===== config.mk =====
export PLATFORM = sky130hd
export DESIGN_NAME = config_text_tokenizer_top
export DESIGN_NICKNAME = d
export VERILOG_FILES = /design/src/ctt_pkg.sv /design/src/config_text_tokenizer_top.sv /design/src/ctt_decode.sv /design/src/ctt_fifo.sv
export VERILOG_INCLUDE_DIRS = /design/src /design/src/src
export SDC_FILE = /design/constraint.sdc
export NUM_CORES = 1
export LEC_CHECK = 0
export ABC_AREA = 0
export BUFFER_PORTS_ARGS = -buffer_cell sky130_fd_sc_hd__buf_4
export CORE_UTILIZATION = 60
export CTS_BUF_LIST = sky130_fd_sc_hd__clkbuf_8
export DETAILED_ROUTE_END_ITERATION = 16
export PLACE_DENSITY = 0.81
export SYNTH_ARGS = -nofsm -noshare
export SYNTH_HDL_FRONTEND = slang
export SYNTH_HIERARCHICAL = 1
export SYNTH_SLANG_ARGS = --single-unit

===== constraint.sdc =====
create_clock -name clk -period 5.5 [get_ports clk]
set_input_delay 1.375 -clock clk [delete_from_list [all_inputs] [get_ports clk]]
set_output_delay 1.375 -clock clk [all_outputs]
set_load 0.005 [all_outputs]

===== src/config_text_tokenizer_top_defines.svh =====
// Assertion macros for the tokenizer RTL.
`ifndef CONFIG_TEXT_TOKENIZER_TOP_DEFINES_SVH
`define CONFIG_TEXT_TOKENIZER_TOP_DEFINES_SVH

`ifndef SYNTHESIS
`define TOK_ASSERT(name, clock, rstn, prop) \
  name: assert property (@(posedge clock) disable iff (!rstn) prop) \
    else $error("tokenizer assertion failed");
`define TOK_ASSERT_NR(name, clock, prop) \
  name: assert property (@(posedge clock) prop) \
    else $error("tokenizer assertion failed");
`else
`define TOK_ASSERT(name, clock, rstn, prop)
`define TOK_ASSERT_NR(name, clock, prop)
`endif

`endif


===== src/ctt_pkg.sv =====
// Types, constants and helpers for the text tokenizer.
package ctt_pkg;

  typedef enum logic [2:0] {
    MODE_SKIP    = 3'd0,
    MODE_COMMENT = 3'd1,
    MODE_WHITE   = 3'd2,
    MODE_WORD    = 3'd3,
    MODE_DOUBLE  = 3'd4,
    MODE_SINGLE  = 3'd5
  } mode_t;

  localparam logic KIND_APPEND = 1'b0;
  localparam logic KIND_END    = 1'b1;

  localparam logic [7:0] CH_NL   = 8'h0A;
  localparam logic [7:0] CH_DQ   = 8'h22;
  localparam logic [7:0] CH_SQ   = 8'h27;
  localparam logic [7:0] CH_HASH = 8'h23;

  localparam int MAX_RES    = 3;
  localparam int FIFO_DEPTH = 4;
  localparam int PTR_BITS   = $clog2(FIFO_DEPTH);
  localparam int CNT_BITS   = $clog2(FIFO_DEPTH + 1);

  typedef struct packed {
    logic        kind;
    logic [7:0]  ch;
    logic [15:0] line;
    logic        last;
  } tok_item_t;

  typedef struct packed {
    tok_item_t [MAX_RES-1:0] item;
    logic [1:0]              n;
    mode_t                   mode;
  } dec_res_t;

  function automatic logic is_blank(input logic [7:0] c);
    return (c == 8'h20) || (c inside {[8'h09:8'h0D]});
  endfunction

  function automatic tok_item_t mk_item(input logic kind, input logic [7:0] ch,
                                        input logic [15:0] line);
    tok_item_t t;
    t.kind = kind;
    t.ch   = ch;
    t.line = line;
    t.last = 1'b0;
    return t;
  endfunction

endpackage


===== src/config_text_tokenizer_top.sv =====
// Top level of the configuration text tokenizer.
//
// Input channel: in_valid/in_ready carry one transaction per character,
// in_text_byte plus in_end_of_source (which ends any open token and
// returns to skip mode). Output channel: out_valid/out_ready carry one
// result per transaction: out_item_kind (append or token complete),
// out_token_char, out_line_number and out_last_of_run on the final result
// caused by one character.
// An accepted character is held in an input register, is decoded
// against the lexer mode, and its zero to three results enter a four-entry
// result queue, and the first result is presented from the queue's registers.
// Throughput is one character per cycle while each character yields at
// most one result and out_ready stays high; the single output port drains
// results one at a time, so a three-result newline can stall the input.
// The input register advances only when the queue has room for all the
// character's results, so a stalled receiver backs up into in_ready.
// Synchronous reset empties the queue and input register, sets skip mode
// and line one; no clearing pass is needed.
`include "config_text_tokenizer_top_defines.svh"
module config_text_tokenizer_top #(
  parameter int LINE_BITS = 16
) (
  input  logic        clk,
  input  logic        rst_n,
  input  logic        in_valid,
  output logic        in_ready,
  input  logic [7:0]  in_text_byte,
  input  logic        in_end_of_source,
  output logic        out_valid,
  input  logic        out_ready,
  output logic        out_item_kind,
  output logic [7:0]  out_token_char,
  output logic [15:0] out_line_number,
  output logic        out_last_of_run
);
  import ctt_pkg::*;

  logic                 stage_valid_r;
  logic [7:0]           stage_byte_r;
  logic                 stage_eos_r;
  mode_t                mode_r;
  logic [LINE_BITS-1:0] line_r;
  logic [LINE_BITS-1:0] line_nxt;
  dec_res_t             dec;
  tok_item_t            head;
  logic [CNT_BITS-1:0]  free;
  logic                 pop;
  logic                 advance;
  logic                 in_fire;

  ctt_decode #(.LINE_BITS(LINE_BITS)) u_decode (
    .mode          (mode_r),
    .line_cnt      (line_r),
    .text_byte     (stage_byte_r),
    .end_of_source (stage_eos_r),
    .res           (dec),
    .line_nxt      (line_nxt)
  );

  assign pop     = out_valid && out_ready;
  assign advance = stage_valid_r && ((free + CNT_BITS'(pop)) >= CNT_BITS'(dec.n));
  assign in_ready = !stage_valid_r || advance;
  assign in_fire  = in_valid && in_ready;

  ctt_fifo u_fifo (
    .clk       (clk),
    .rst_n     (rst_n),
    .push_n    (advance ? dec.n : 2'd0),
    .push_item (dec.item),
    .pop       (pop),
    .head      (head),
    .not_empty (out_valid),
    .free      (free)
  );

  assign out_item_kind   = head.kind;
  assign out_token_char  = head.ch;
  assign out_line_number = head.line;
  assign out_last_of_run = head.last;

  always_ff @(posedge clk) begin
    if (in_fire) begin
      stage_byte_r <= in_text_byte;
      stage_eos_r  <= in_end_of_source;
    end
  end

  always_ff @(posedge clk) begin
    if (!rst_n) begin
      stage_valid_r <= 1'b0;
      mode_r        <= MODE_SKIP;
      line_r        <= LINE_BITS'(1);
    end else begin
      if (in_fire) stage_valid_r <= 1'b1;
      else if (advance) stage_valid_r <= 1'b0;
      if (advance) begin
        mode_r <= dec.mode;
        line_r <= line_nxt;
      end
    end
  end

  `TOK_ASSERT(a_line_monotonic, clk, rst_n, advance |=> line_r >= $past(line_r))
  `TOK_ASSERT(a_eos_skip, clk, rst_n, advance && stage_eos_r |=> mode_r == MODE_SKIP)
  `TOK_ASSERT(a_stage_hold, clk, rst_n, stage_valid_r && !advance |=> stage_valid_r)
  `TOK_ASSERT(a_no_overflow, clk, rst_n, advance |-> free + CNT_BITS'(pop) >= CNT_BITS'(dec.n))

endmodule


===== src/ctt_decode.sv =====
// Per-character decode: results, next mode and next line count.
module ctt_decode #(
  parameter int LINE_BITS = 16
) (
  input  ctt_pkg::mode_t       mode,
  input  logic [LINE_BITS-1:0] line_cnt,
  input  logic [7:0]           text_byte,
  input  logic                 end_of_source,
  output ctt_pkg::dec_res_t    res,
  output logic [LINE_BITS-1:0] line_nxt
);
  import ctt_pkg::*;

  logic [LINE_BITS-1:0] line_inc;
  logic [15:0]          ln_old;
  logic [15:0]          ln_new;
  logic                 nl;
  logic [7:0]           c;

  assign c        = text_byte;
  assign nl       = (c == CH_NL);
  assign line_inc = (&line_cnt) ? line_cnt : line_cnt + LINE_BITS'(1);
  assign ln_old   = 16'(line_cnt);
  assign ln_new   = 16'(line_inc);
  assign line_nxt = (!end_of_source && nl) ? line_inc : line_cnt;

  always_comb begin
    res.item = '0;
    res.n    = 2'd0;
    res.mode = mode;
    if (end_of_source) begin
      res.mode = MODE_SKIP;
      if (mode == MODE_WORD || mode == MODE_DOUBLE || mode == MODE_SINGLE) begin
        res.item[0] = mk_item(KIND_END, 8'h00, ln_old);
        res.n       = 2'd1;
      end
    end else begin
      case (mode)
        MODE_COMMENT: begin
          if (nl) res.mode = MODE_SKIP;
        end
        MODE_WORD: begin
          if (nl) begin
            res.item[0] = mk_item(KIND_END, 8'h00, ln_old);
            res.item[1] = mk_item(KIND_APPEND, CH_NL, ln_old);
            res.item[2] = mk_item(KIND_END, 8'h00, ln_old);
            res.n       = 2'd3;
            res.mode    = MODE_SKIP;
          end else if (is_blank(c)) begin
            res.item[0] = mk_item(KIND_END, 8'h00, ln_old);
            res.n       = 2'd1;
            res.mode    = MODE_WHITE;
          end else if (c == CH_DQ) begin
            res.mode = MODE_DOUBLE;
          end else if (c == CH_SQ) begin
            res.mode = MODE_SINGLE;
          end else if (c == CH_HASH) begin
            res.item[0] = mk_item(KIND_END, 8'h00, ln_old);
            res.n       = 2'd1;
            res.mode    = MODE_COMMENT;
          end else begin
            res.item[0] = mk_item(KIND_APPEND, c, ln_old);
            res.n       = 2'd1;
          end
        end
        MODE_DOUBLE, MODE_SINGLE: begin
          if (c == ((mode == MODE_DOUBLE) ? CH_DQ : CH_SQ)) begin
            res.mode = MODE_WORD;
          end else begin
            res.item[0] = mk_item(KIND_APPEND, c, nl ? ln_new : ln_old);
            res.n       = 2'd1;
          end
        end
        default: begin
          if (nl) begin
            res.mode = MODE_SKIP;
            if (mode == MODE_WHITE) begin
              res.item[0] = mk_item(KIND_APPEND, CH_NL, ln_old);
              res.item[1] = mk_item(KIND_END, 8'h00, ln_old);
              res.n       = 2'd2;
            end
          end else if (!is_blank(c)) begin
            if (c == CH_DQ) begin
              res.mode = MODE_DOUBLE;
            end else if (c == CH_SQ) begin
              res.mode = MODE_SINGLE;
            end else if (c == CH_HASH) begin
              res.mode = MODE_COMMENT;
            end else begin
              res.item[0] = mk_item(KIND_APPEND, c, ln_old);
              res.n       = 2'd1;
              res.mode    = MODE_WORD;
            end
          end
        end
      endcase
    end
    for (int i = 0; i < MAX_RES; i++) begin
      res.item[i].last = (2'(i) == res.n - 2'd1);
    end
  end

endmodule


===== src/ctt_fifo.sv =====
// Result queue: takes up to three results a cycle, gives one.
module ctt_fifo (
  input  logic                                 clk,
  input  logic                                 rst_n,
  input  logic [1:0]                           push_n,
  input  ctt_pkg::tok_item_t [ctt_pkg::MAX_RES-1:0] push_item,
  input  logic                                 pop,
  output ctt_pkg::tok_item_t                   head,
  output logic                                 not_empty,
  output logic [ctt_pkg::CNT_BITS-1:0]         free
);
  import ctt_pkg::*;

  tok_item_t [FIFO_DEPTH-1:0] mem_r;
  logic [PTR_BITS-1:0]        wptr_r;
  logic [PTR_BITS-1:0]        wptr_nxt;
  logic [PTR_BITS-1:0]        rptr_r;
  logic [PTR_BITS-1:0]        rptr_nxt;
  logic [CNT_BITS-1:0]        count_r;
  logic [CNT_BITS-1:0]        count_nxt;

  assign not_empty = (count_r != '0);
  assign head      = mem_r[rptr_r];
  assign free      = CNT_BITS'(FIFO_DEPTH) - count_r;
  assign wptr_nxt  = wptr_r + PTR_BITS'(push_n);
  assign rptr_nxt  = rptr_r + PTR_BITS'(pop);
  assign count_nxt = count_r + CNT_BITS'(push_n) - CNT_BITS'(pop);

  always_ff @(posedge clk) begin
    for (int i = 0; i < MAX_RES; i++) begin
      if (2'(i) < push_n) mem_r[wptr_r + PTR_BITS'(i)] <= push_item[i];
    end
  end

  always_ff @(posedge clk) begin
    if (!rst_n) begin
      wptr_r  <= '0;
      rptr_r  <= '0;
      count_r <= '0;
    end else begin
      wptr_r  <= wptr_nxt;
      rptr_r  <= rptr_nxt;
      count_r <= count_nxt;
    end
  end

endmodule

# Yosys cells after proc, flatten, opt, wreduce, memory -nomap -nowiden
# Cells that the tools add are included.
dict set report classes {
  add_sub_neg 10
  n_reduce_logical 22
  order_cmp 13
  mux 49
  n_eq_ne 17
}
# operator count
set ops {}
lappend ops {{$bwmux 104} 3}
lappend ops {{$mux 104} 3}
lappend ops {{$mux 28} 6}
lappend ops {{$demux 26 s2} 3}
lappend ops {{$mux 26} 6}
lappend ops {{$mux 31} 5}
lappend ops {{$mux 52} 2}
lappend ops {{$pmux 28 s3} 1}
lappend ops {{$mux 27} 2}
lappend ops {{$mux 54} 1}
lappend ops {{$bmux 26 s2} 1}
lappend ops {{$pmux 26 s2} 1}
lappend ops {{$eq 8x6->1 const B} 4}
lappend ops {{$mux 16} 2}
lappend ops {{$mux 3} 8}
lappend ops {{$add 16x1->16 const B} 1}
lappend ops {{$reduce_and 16->1} 1}
lappend ops {{$lt 2x3->1 const B} 4}
lappend ops {{$pmux 3 s3} 1}
lappend ops {{$eq 8x4->1 const B} 1}
lappend ops {{$eq 8x8->1} 1}
lappend ops {{$ge 8x4->1 const B} 1}
lappend ops {{$le 8x4->1 const B} 1}
lappend ops {{$logic_and 1x1->1} 8}
lappend ops {{other kinds (32)} 44}
dict set report totals {
  out_inout_bits 28
  register_bits 140
  elab_cells 135
}

# Logic depth before layout (Yosys ltp)
dict set report logic_depth {
  ltp_word 17
  mapped_depth 20
}

# Modules after synthesis
# Netlist, hierarchy kept.
# module seq_area_each_um2 cells_each instances area_each_um2
set by_module_without_submodules {}
lappend by_module_without_submodules {ctt_fifo 2222.1 733 1 6471.2}
lappend by_module_without_submodules {ctt_decode 0.0 306 1 1889.3}
lappend by_module_without_submodules {config_text_tokenizer_top 670.6 109 1 1191.1}

# Least setup slack after synthesis
# Ideal clock, no wire load.
dict set report synth_timing {
  path_type {input -> register}
  from {input port out_ready}
  to {register u_fifo.count_r[2]}
  cell_stages 14
  t_required_ns 5.385
  setup_slack_ns 1.327
  setup_time_ns 0.115
  arrival_time_ns 4.058
  cell_sequence {and2_1 -> ha_1 -> ha_1 -> ha_1 -> a21oi_2 -> a21boi_2 -> buf_6 -> and2_1 -> inv_1 -> ha_1 -> fa_1 -> xnor2_1 -> xnor2_1 -> and2_1}
}
dict set report synth_via {
  elab_chain_len 7
}
# element line
set synth_rtl {}
lappend synth_rtl {{start: declaration} config_text_tokenizer_top.sv:30} ;# input logic out_ready,
lappend synth_rtl {{$logic_and 1x1->1 *} config_text_tokenizer_top.sv:60} ;# assign pop = out_valid && out_ready;
lappend synth_rtl {{$add 3x1->3} config_text_tokenizer_top.sv:61} ;# assign advance = stage_valid_r && ((free + CNT_BITS'(pop)) >= CNT_BITS'(dec.n));
lappend synth_rtl {{$ge 3x2->1} config_text_tokenizer_top.sv:61}
lappend synth_rtl {{$logic_and 1x1->1} config_text_tokenizer_top.sv:61}
lappend synth_rtl {{$mux 2} config_text_tokenizer_top.sv:68} ;# .push_n (advance ? dec.n : 2'd0),
lappend synth_rtl {{$add 3x2->3} ctt_fifo.sv:27} ;# assign count_nxt = count_r + CNT_BITS'(push_n) - CNT_BITS'(pop);
lappend synth_rtl {{$sub 3x1->3 *} ctt_fifo.sv:27}
lappend synth_rtl {{end signal: assignment} ctt_fifo.sv:43} ;# count_r <= count_nxt;
lappend synth_rtl {{end: declaration} ctt_fifo.sv:19} ;# logic [CNT_BITS-1:0] count_r;
# Mark *: on every way between the ends. The rest lies on a longest branch, timed or not.
# A chain may end at the register's enable or synchronous reset.

==> run summary <==
The flow ran to the end, and the final reports show no timing, DRC or antenna violations. Headroom to the max-slew limit came out at 22.7%. The worst setup path is captured at an output pin. The run gives 0 as the number of DRC violations after detailed routing. The end of the critical path was in_ready. Area of the mapped netlist: 0.00955 sq mm. In the synthesized netlist the dominant register cell turns out to be dfxtp_1. For this block, the routed nets add up to 27.9 mm of wire. The leading area contributor after synthesis was dfxtp_1. The tools report the share of the yosys chip area belonging to registers as 30.3%. The worst hold path passes through 2 cells.

For the number of max-slew violations in the final report, the log shows 0. Average cell area after synthesis: 8.32 sq um. Setup repair after global routing left no endpoint under its margin. The synthesized design contains 9 enable-type register cells. Counting every instance in the synthesized netlist gives 1,148. Total CTS buffers: 17. Of the total synthesized cell area, the portion taken by full adders, half adders and majority gates is 1.78%. The number of antenna violations at the first check in global routing is 0, and the area inside the core boundary is 0.0154 sq mm. Of the available clock period, the critical path in the final layout requires 86.5%. Row generation in the floorplan step produced 45 rows.

Detailed placement ended at an HPWL of 17.8 mm. Number of vias after detailed routing: 9,228. The run gives 0.86 ns as the internal reg-to-reg setup slack. The startpoint of the worst-slack reg-to-reg timing path was mode_r[2].

In this run, the number of DRC markers left after iteration 0 of detailed routing was 1,241. The tool flagged a number of max-cap violations equal to 0. The logs give 44.3 mm for the first-pass GRT wire length and 3.38 ns for the data arrival time of the worst path. The source-to-sink clock delay at the later pin of the worst-skew pair was 0.48 ns.

For this design the ratio of total power to cell area is 393 mW/mm^2. Entering global routing, the biggest net connects 60 pins. The number of storage elements in the synthesis netlist was 140. In the final timing run, aggregate negative setup slack is 0 ns. In this run the critical register-to-register path is captured at u_fifo/mem_r[80]. 41 I/O pins were placed.

Dividing the detail-routed wire length by the instance count gives 20.7 um. Leaving out fill and tap cells, the most frequent cells in the layout are 130 x nand2_1, 129 x dfxtp_1, 79 x o22ai_1, 68 x nor2_1, 66 x buf_4. The tools report the final number of hold-violating endpoints as 0. STA classifies the critical path startpoint as a flop.

The synthesized netlist devotes 25.9% of its cell area to compound gates. The post-cts hold buffer count came out at 0. The tools report the number of nets in the finished design as 1,147. Summing the areas of all xor and xnor instances in the mapped netlist gives 1.65% of the synthesized area.

The detailed-router iteration count before antenna repair was 6; the peak ir drop on the vdd network was 0.000262 V. The H-tree was split into 4 levels. For this run, the top clock speed supported by timing is 210 MHz. TritonCTS built the clock tree. The die width came out at 128 um. Input and output buffers added on the ports amount to 40. The starting density of the core came out at 62.1%. Post-CTS timing repair inserted 0 buffers for setup. The floorplan step defined a die boundary enclosing 0.0164 sq mm. Once layout is done, the placed cells without fillers occupy 0.0101 sq mm.

After clock tree synthesis, the clock-pin slew on the worst setup and hold paths is 0.10 ns. The synthesized netlist devotes 20.4% of its cell area to simple gates. The multiplexer fraction of the synthesized cell area works out to 11.7%. Global routing used 34.6% of the available tracks across all layers. Origin of the worst min-delay path: u_fifo/mem_r[6].

Most common cell after layout, fill and taps aside: nand2_1. The smallest clock period supported by the final layout is computed as 4.76 ns. Total setup violations reported at the end of the flow: 0. The worst min-delay path category is reg -> reg.

The congestion estimate from routability-driven global placement came to 0.902. The slew at the pin with the worst max-slew slack is 1.16 ns, and the total congestion overflow is 0. The critical path starts at mode_r[2].

The critical path is of the reg -> out type. STA puts the critical path data required time at 4.12 ns. The share of async-settable or async-resettable flops after synthesis came out at 0%.

Yosys mapped the design onto 82 distinct sky130hd cell types. Cells with a size suffix above 1 make up 19.1% of the layout. The number of antenna diodes in the final layout is 0.

Relative to the synthesized area, the layout overhead comes to 6.25%. The post-detailed-placement cell area was 0.00973 sq mm. The post-detailed-route via-to-cell ratio is 6.86, and the number of nets still failing antenna checks after routing is 0.

Along the worst path, the maximum fanout reaches 13. The analysis attributes to cell leakage a power of 3.75 nW. The total clock sinks was 140.

By area, the combinational part of the netlist is dominated by compound AO/OA/AOI/OAI gates. The number of warnings printed during yosys synthesis is 6, and the vertical extent of the die is 128 um. Gates resized during post-CTS repair numbered 0. On the final layout, the worst clock skew is 0.0165 ns. Number of cell instances on the worst register-to-register path: 15. Sorting the synthesized cells by area gives the leading types as dfxtp_1 27%, mux4_2 6.1%, o22ai_1 5.2%. The area share of the largest cell type after synthesis was 27.5%.

CTS placed an instance of clkbuf_8 at the clock tree root. The maximum buffer depth of the clock tree is 2, and the number of global-route vias before repair is 8,525.
## report_power, final
group / total, mW / leakage, nW / internal (mW) / switching (mW)
sequential: 1.51 / 1.17 / 1.32 / 0.187
clock: 0.906 / 0.212 / 0.435 / 0.471
combinational: 1.57 / 2.37 / 0.877 / 0.697
## flip-flops by register name, summed over array words and instances, names as in the netlist
signal          count
u_fifo/mem_r      104
stage_eos_r         1
u_fifo/count_r      3
u_fifo/wptr_r       2
line_r             16
stage_valid_r       1
stage_byte_r        8
mode_r              3
u_fifo/rptr_r       2
## cell type report
cell class / instances / area (sq um)
clock buffers: 18 / 248
clock inverters: 14 / 171
fillers: 1288 / 5220
inverters: 34 / 128
multi-input cells: 861 / 5930
flip-flops and latches: 140 / 2900
well taps: 211 / 264
repair buffers: 67 / 515
## per-stage QoR
stage	cells	setup WS, ns	power, mW	hold slack [ns]	utilization (%)
2_1_floorplan	1161	1.33	2.60	0.431	-
3_3_place_gp	1313	0.896	3.04	0.467	63.3
3_5_place_dp	1313	0.801	3.09	0.472	63.3
4_1_cts	1345	0.769	3.98	0.484	66.0
5_1_grt	1345	0.576	4.21	0.513	66.0
6_report	1345	0.741	3.99	0.480	66.0
## cell families after synthesis
family	Yosys count
buffers and inverters	160
AOI/OAI and AO/OA	354
and+or+nand+nor	385
muxes	77
DFF	140
xor gates and xnor gates	18
other	1
adders and majority gates	13
## synth_stat cells (10+ instances only)
library cell and number:
dfxtp_1 131, nand2_1 130, o22ai_1 79, nor2_1 70, a21oi_1 64, o21ai_0 59
buf_2 55, and2_1 45, o221a_2 40, clkbuf_1 35, inv_1 32, mux2i_1 32
nand2b_1 28, nor3_1 28, mux4_2 26, buf_4 21, and3_1 19, mux2_2 18
a211oi_1 16, o31ai_1 14, a222oi_1 13, nor2b_1 13, ha_1 12, a31oi_1 11
a211o_1 10, xnor2_1 10
## routing by layer
| metal | GRT usage, % | share of wire, % |
|---|---|---|
| met5 | 0 | 0 |
| met4 | 16.6 | 3.6 |
| met3 | 8.60 | 12 |
| met2 | 53.2 | 44 |
| met1 | 45.5 | 40 |
## how the worst min path moves through the flow
stage                                  end  slack, ns
after floorplan                  line_r[2]       0.43
after global placement     u_fifo/mem_r[4]       0.47
after detailed placement  u_fifo/mem_r[12]       0.47
after CTS                 u_fifo/mem_r[12]       0.48
after global routing       u_fifo/mem_r[1]       0.51
final                      u_fifo/mem_r[6]       0.48
## worst max-delay path: stages (launching register included)
cell      delay, ns
dfxtp_1        0.61
nor2b_1        0.47
and3_1         0.22
a21oi_1        0.04
or3_1          0.36
o221a_2        0.18
ha_1           0.31
nand2b_4       0.14
a21oi_2        0.17
and3_1         0.24
inv_1          0.05
buf_4          0.13
Note: power is estimated with default switching activity, not from simulation.
